File: src/pfjt_pkg.sv
`timescale 1ns / 1ps
package pfjt_pkg;

	// Wrench targets held in registers; joints driven by the Jacobian rows
	localparam int NTARGET = 6;
	localparam int JOINTS  = 6;

	// Configuration register indexes (targets occupy indexes 0 to 5)
	localparam logic [2:0] REG_GAIN_PROP  = 3'd6;
	localparam logic [2:0] REG_GAIN_INTEG = 3'd7;

	// Reset values
	localparam logic signed [31:0] TARGET0_RST    = 32'sd327680;
	localparam logic [15:0]        GAIN_PROP_RST  = 16'd19661;
	localparam logic [15:0]        GAIN_INTEG_RST = 16'd9830;

	// Multiplier steps: two gain products, then one product per joint
	localparam logic [2:0] STEP_INTEG = 3'd0;
	localparam logic [2:0] STEP_PROP  = 3'd1;
	localparam logic [2:0] STEP_JNT0  = 3'd2;
	localparam logic [2:0] STEP_LAST  = 3'd7;

	typedef logic signed [42:0] wide_t;

	// Clamp to the signed 32-bit range
	function automatic logic signed [31:0] sat32(input wide_t v);
		logic signed [31:0] r;
		if (v > 43'sh0007FFFFFFF)
			r = 32'sh7FFFFFFF;
		else if (v < -43'sh00080000000)
			r = 32'sh80000000;
		else
			r = v[31:0];
		return r;
	endfunction

	// Clamp to the signed 40-bit range
	function automatic logic signed [39:0] sat40(input wide_t v);
		logic signed [39:0] r;
		if (v > 43'sh007FFFFFFFFF)
			r = 40'sh7FFFFFFFFF;
		else if (v < -43'sh008000000000)
			r = 40'sh8000000000;
		else
			r = v[39:0];
		return r;
	endfunction

endpackage

File: src/pi_force_jacobian_torque.sv
`timescale 1ns / 1ps
// Channel   Handshake               Payload
// request   in_valid / in_stall     axis, force_measured, jac_c0..jac_c5
// result    out_valid / out_stall   joint_torque_0..joint_torque_5
// config    cfg_we                  cfg_index, cfg_data
//
// An item with a valid axis passes through the error state, then eight products on
// the one shared 33x25 multiplier, each formed in the multiply state and added and
// clamped in the add state; the last axis then enters the output state. An item whose
// axis is out of range is taken without holding the block and dropped. in_stall is high while an item is in work.
// The torque result sits in an output register; a stalled result holds the block
// on the last axis only. arst_n clears control state, integrators and accumulators.
module pi_force_jacobian_torque #(
	parameter int AXES = 6
) (
	input  logic                clk,
	input  logic                arst_n,
	input  logic                in_valid,
	output logic                in_stall,
	input  logic [2:0]          axis,
	input  logic signed [31:0]  force_measured,
	input  logic signed [23:0]  jac_c0,
	input  logic signed [23:0]  jac_c1,
	input  logic signed [23:0]  jac_c2,
	input  logic signed [23:0]  jac_c3,
	input  logic signed [23:0]  jac_c4,
	input  logic signed [23:0]  jac_c5,
	output logic                out_valid,
	input  logic                out_stall,
	output logic signed [31:0]  joint_torque_0,
	output logic signed [31:0]  joint_torque_1,
	output logic signed [31:0]  joint_torque_2,
	output logic signed [31:0]  joint_torque_3,
	output logic signed [31:0]  joint_torque_4,
	output logic signed [31:0]  joint_torque_5,
	input  logic                cfg_we,
	input  logic [2:0]          cfg_index,
	input  logic [31:0]         cfg_data
);
	import pfjt_pkg::*;

	localparam int AXIS_W = (AXES > 1) ? $clog2(AXES) : 1;

	typedef enum logic [4:0] {
		ST_IDLE = 5'b00001,
		ST_ERR  = 5'b00010,
		ST_MUL  = 5'b00100,
		ST_ADD  = 5'b01000,
		ST_OUT  = 5'b10000
	} state_t;

	state_t state_q;
	logic [2:0] step_q;
	logic [2:0] jnt;
	logic [2:0] axis_q;
	logic [AXIS_W-1:0] ax_idx;
	logic signed [31:0] meas_q;
	logic signed [23:0] jac_q [JOINTS];
	logic signed [31:0] target_q [NTARGET];
	logic [15:0] gain_prop_q;
	logic [15:0] gain_integ_q;
	logic signed [31:0] integ_q [AXES];
	logic signed [39:0] acc_q [JOINTS];
	logic signed [32:0] err_q;
	logic signed [31:0] force_q;
	logic signed [57:0] prod_q;
	logic signed [31:0] tq_q [JOINTS];
	logic out_valid_q;

	logic accept;
	logic axis_ok;
	logic signed [31:0] target_sel;
	logic signed [32:0] mul_a;
	logic signed [24:0] mul_b;
	wide_t sum;
	wide_t addend;
	logic out_free;

	assign accept   = in_valid && (state_q == ST_IDLE);
	assign in_stall = (state_q != ST_IDLE);
	assign axis_ok  = (32'(axis) < AXES);
	assign ax_idx   = axis_q[AXIS_W-1:0];
	assign jnt      = step_q - STEP_JNT0;
	assign out_free = !out_valid_q || !out_stall;

	// Select the target of the current axis; axes past the registers aim at zero
	always_comb begin
		if (32'(axis_q) < NTARGET)
			target_sel = target_q[axis_q];
		else
			target_sel = '0;
	end

	// Choose operands for the shared multiplier
	always_comb begin
		unique case (step_q)
			STEP_INTEG: begin
				mul_a = err_q;
				mul_b = $signed({9'b0, gain_integ_q});
			end
			STEP_PROP: begin
				mul_a = err_q;
				mul_b = $signed({9'b0, gain_prop_q});
			end
			default: begin
				mul_a = 33'(force_q);
				mul_b = 25'(jac_q[jnt]);
			end
		endcase
	end

	// Pick what the scaled product is added to
	always_comb begin
		unique case (step_q)
			STEP_INTEG, STEP_PROP: addend = 43'(integ_q[ax_idx]);
			default:               addend = 43'(acc_q[jnt]);
		endcase
		sum = 43'($signed(prod_q[57:16])) + addend;
	end

	// Sequence the item through error, products and result
	always_ff @(posedge clk or negedge arst_n) begin
		if (!arst_n) begin
			state_q <= ST_IDLE;
			step_q  <= STEP_INTEG;
		end else begin
			unique case (state_q)
				ST_IDLE: begin
					if (in_valid && axis_ok)
						state_q <= ST_ERR;
				end
				ST_ERR: begin
					step_q  <= STEP_INTEG;
					state_q <= ST_MUL;
				end
				ST_MUL: state_q <= ST_ADD;
				ST_ADD: begin
					if (step_q == STEP_LAST) begin
						if (axis_q == 3'(AXES - 1))
							state_q <= ST_OUT;
						else
							state_q <= ST_IDLE;
					end else begin
						step_q  <= step_q + 3'd1;
						state_q <= ST_MUL;
					end
				end
				ST_OUT: begin
					if (out_free)
						state_q <= ST_IDLE;
				end
				default: state_q <= ST_IDLE;
			endcase
		end
	end

	// Capture the request payload
	always_ff @(posedge clk) begin
		if (accept) begin
			axis_q    <= axis;
			meas_q    <= force_measured;
			jac_q[0]  <= jac_c0;
			jac_q[1]  <= jac_c1;
			jac_q[2]  <= jac_c2;
			jac_q[3]  <= jac_c3;
			jac_q[4]  <= jac_c4;
			jac_q[5]  <= jac_c5;
		end
	end

	// Form the error, register each product and hold the clamped force command
	always_ff @(posedge clk) begin
		if (state_q == ST_ERR)
			err_q <= 33'(target_sel) - 33'(meas_q);
		if (state_q == ST_MUL)
			prod_q <= mul_a * mul_b;
		if (state_q == ST_ADD && step_q == STEP_PROP)
			force_q <= sat32(sum);
	end

	// Update the integral of the current axis
	always_ff @(posedge clk or negedge arst_n) begin
		if (!arst_n) begin
			for (int i = 0; i < AXES; i++)
				integ_q[i] <= '0;
		end else if (state_q == ST_ADD && step_q == STEP_INTEG) begin
			integ_q[ax_idx] <= sat32(sum);
		end
	end

	// Clear the accumulators on axis 0, then add one joint per step
	always_ff @(posedge clk or negedge arst_n) begin
		if (!arst_n) begin
			for (int i = 0; i < JOINTS; i++)
				acc_q[i] <= '0;
		end else if (state_q == ST_ERR && axis_q == 3'd0) begin
			for (int i = 0; i < JOINTS; i++)
				acc_q[i] <= '0;
		end else if (state_q == ST_ADD && step_q >= STEP_JNT0) begin
			acc_q[jnt] <= sat40(sum);
		end
	end

	// Write configuration registers
	always_ff @(posedge clk or negedge arst_n) begin
		if (!arst_n) begin
			target_q[0]  <= TARGET0_RST;
			for (int i = 1; i < NTARGET; i++)
				target_q[i] <= '0;
			gain_prop_q  <= GAIN_PROP_RST;
			gain_integ_q <= GAIN_INTEG_RST;
		end else if (cfg_we) begin
			priority if (cfg_index == REG_GAIN_PROP)
				gain_prop_q <= cfg_data[15:0];
			else if (cfg_index == REG_GAIN_INTEG)
				gain_integ_q <= cfg_data[15:0];
			else
				target_q[cfg_index] <= $signed(cfg_data);
		end
	end

	// Load the result register when it is free, drop it once taken
	always_ff @(posedge clk or negedge arst_n) begin
		if (!arst_n) begin
			out_valid_q <= 1'b0;
		end else if (state_q == ST_OUT && out_free) begin
			out_valid_q <= 1'b1;
		end else if (out_valid_q && !out_stall) begin
			out_valid_q <= 1'b0;
		end
	end

	always_ff @(posedge clk) begin
		if (state_q == ST_OUT && out_free) begin
			for (int i = 0; i < JOINTS; i++)
				tq_q[i] <= sat32(43'(acc_q[i]));
		end
	end

	assign out_valid      = out_valid_q;
	assign joint_torque_0 = tq_q[0];
	assign joint_torque_1 = tq_q[1];
	assign joint_torque_2 = tq_q[2];
	assign joint_torque_3 = tq_q[3];
	assign joint_torque_4 = tq_q[4];
	assign joint_torque_5 = tq_q[5];

endmodule

File: config.mk
export PLATFORM = sky130hd
export DESIGN_NAME = pi_force_jacobian_torque
export DESIGN_NICKNAME = d
export VERILOG_FILES = /design/src/pfjt_pkg.sv /design/src/pi_force_jacobian_torque.sv
export SDC_FILE = /design/constraint.sdc
export NUM_CORES = 2
export LEC_CHECK = 0
export BUFFER_PORTS_ARGS = -buffer_cell sky130_fd_sc_hd__buf_2
export CORE_ASPECT_RATIO = 0.8
export CORE_UTILIZATION = 25
export CTS_CLUSTER_SIZE = 20
export DETAILED_ROUTE_END_ITERATION = 7
export SYNTH_ARGS = -nofsm -noshare
export SYNTH_HDL_FRONTEND = slang
export SYNTH_SLANG_ARGS = --single-unit
File: constraint.sdc
create_clock -name clk -period 19.3 [get_ports clk]
set_clock_uncertainty 0.1 [all_clocks]
set_input_delay 3.86 -clock clk [delete_from_list [all_inputs] [get_ports clk]]
set_output_delay 3.86 -clock clk [all_outputs]
set_load 0.01 [all_outputs]
==> impl_metrics.ini <==
[global_route]
grt_usage_pct = 16.16
grt_start_max_net_pins = 203
gr-total-overflow = 0
grt_pass1_vias = 56490
grt_pass1_wl_um = 391300
antenna_found_initial = 41

[finish]
final_cell_mix = inv_1 (987), fa_1 (843), nor2_1 (770)
final_core_utilization_pct = 28.58
drive_above_1_share_pct = 16.59
final_nets = 8912
areaGrowthSynthToFinish_pct = 13.44
final_common_cell = inv_1

[detailed_routing]
drt_wl_total_um = 266200
routed_via_density = 4.822
first_pass_iters = 6
drtIter0Drc = 6418
vias = 57480
drc = 0
ant_nets = 0
wire_per_inst_um = 22.33

[synthesis]
ys.flop_type = dfrtp_1
ys_seq_elements = 1143
syn_nets = 8740
syn_avg_cell_area_um2 = 10.78
ys_async_sr_fraction_pct = 58.18
syn_area_um2 = 80200
ys_warn_count = 0
synth_edf_count = 478
ys_types = 78
ys_seq_area_share_pct = 38.67
syn_inst = 7441

[worst_setup_path]
cp_slowest_cell = mux2i_1
end_kind = register
worst-path-max-fanout = 29
crit_type = register to register
worstPathRequired_ps = 19740
crit_arrival_ps = 11980
max_stage_delay_ps = 990
critPathMostFrequentCell = fa_1
cp-start-kind = register

[sta]
hold_viol = 0
layout_setup_ws_ps = 7756
setup_viol = 0
rsz0062_at_grt = no
drv_slew = 0
worst_slew_pin_slew_ps = 1256
slew_headroom_pct = 13.90
finalCritPeriodShare_pct = 59.81
fmax_ghz = 0.08662
period_needed_ps = 11540
fin_setup_tns_ps = 0

[die]
die_y_um = 508.6
die_w_um = 635.3
placementRows = 185
core_um2 = 318300
start_util_pct = 25.20
dieArea_um2 = 323100
ios = 413

[cts]
cts_buffers = 108
clk_latency_ps = 820
h-tree-depth = 3
ctsResizeCount = 0
path_clk_slew_ps = 70
hold_buffers = 0
cts_setup_buffers = 0
cts_sinks = 1143
ctsLongestPathBuffers = 3
cts_tree = done
cts-root-buf = clkbuf_16

[placed_design]
io_buffer_count = 412
dpl_worst_slack_ps = 7889
place_congestion = 0.9651
dp_hpwl_um = 200900

[hold_path]
hold_path.class = register to register

[run]
maxCapViolCount = 0

[run_status]
status = complete, no violations
-- registers in the layout, summed over array words and instances (netlist names), 32 cells and up --
register	flops
tq_q	192
acc_q	240
jac_q	144
target_q	192
integ_q	192
prod_q	42
meas_q	32
force_q	32
err_q	33
-- cells in the mapped netlist, types with 26 or more instances --
| library cell | instances | area share, % |
|---|---|---|
| a211oi_1 | 40 | 0.37 |
| a21o_1 | 276 | 2.6 |
| a21oi_1 | 338 | 2.1 |
| a221oi_1 | 68 | 0.74 |
| a22oi_1 | 26 | 0.24 |
| and2_1 | 49 | 0.38 |
| and3_1 | 39 | 0.30 |
| buf_1 | 32 | 0.15 |
| clkbuf_1 | 404 | 1.9 |
| dfrtp_1 | 647 | 20 |
| edfxtp_1 | 478 | 18 |
| fa_1 | 843 | 21 |
| ha_1 | 237 | 3.7 |
| inv_1 | 988 | 4.6 |
| mux2_2 | 302 | 4.2 |
| mux2i_1 | 51 | 0.64 |
| mux4_2 | 127 | 3.6 |
| nand2_1 | 593 | 2.8 |
| nand3_1 | 250 | 1.6 |
| nand4_1 | 44 | 0.34 |
| nor2_1 | 783 | 3.7 |
| nor2b_1 | 30 | 0.23 |
| nor3_1 | 49 | 0.31 |
| o21ai_0 | 340 | 2.1 |
| or2_2 | 34 | 0.27 |
| xnor2_1 | 84 | 0.92 |
| xor2_1 | 31 | 0.34 |
-- layout make-up --
class	count	area, µm²
antenna	5	12.51
timing repair buffer	527	2998
tap	4207	5264
clock inverter	76	1079
inverter	989	3712
sequential	1143	31030
clock buffer	130	2875
multi-input combinational	4844	44010
fill	33010	227300
-- worst paths after layout --
path                       slack (ps)         start  depth (start not counted)            to
max                              7760     step_q[0]                         30    prod_q[51]
min                               400  target_q[64]                          1  target_q[64]
max reg2reg                      7760     step_q[0]                         30    prod_q[51]
min reg2reg                       400  target_q[64]                          1  target_q[64]
max in group asynchronous       12560        arst_n                          5     acc_q[32]
min in group asynchronous        3020        arst_n                          1  target_q[86]
-- logic make-up after synthesis --
group | after synthesis | synth area share [%]
and+or+nand+nor | 1946 | 10.48
buffers and inverters | 1454 | 6.883
AOI/OAI and AO/OA | 1223 | 9.527
DFF | 1143 | 38.67
adders and majority gates | 1080 | 24.74
muxes | 480 | 8.443
xor gates and xnor gates | 115 | 1.256
-- per-layer routing --
| metal | wire [µm] | track usage (%) | vias up |
|---|---|---|---|
| li1 | - | - | 25000 |
| met1 | 119400 | 23.76 | 29110 |
| met2 | 103500 | 21.82 | 3005 |
| met3 | 37960 | 7.068 | 313 |
| met4 | 4916 | 2.711 | 54 |
| met5 | 347 | 0 | - |
-- metrics by stage --
step | instances | instance area, µm² | hold slack (ps)
finish | 11920 | 90980 | 402.7
global route | 11920 | 90970 | 416.4
CTS | 11920 | 90960 | 403.5
detailed placement | 11710 | 87010 | 389.3
global placement | 11710 | 87010 | 384.3
floorplan | 7441 | 80200 | 374.1
-- worst max-delay path, delay by kind of cell, from the launching register on --
| family | cells | cell delay (ps) |
|---|---|---|
| and+or+nand+nor | 4 | 540 |
| DFF | 1 | 690 |
| buffers and inverters | 9 | 2060 |
| adders and majority gates | 8 | 4040 |
| xor gates and xnor gates | 1 | 90 |
| muxes | 2 | 1580 |
| AOI/OAI and AO/OA | 6 | 2060 |
Power is not shown: default switching activity piles up to over one toggle a cycle in this logic, so the estimate is an artifact.
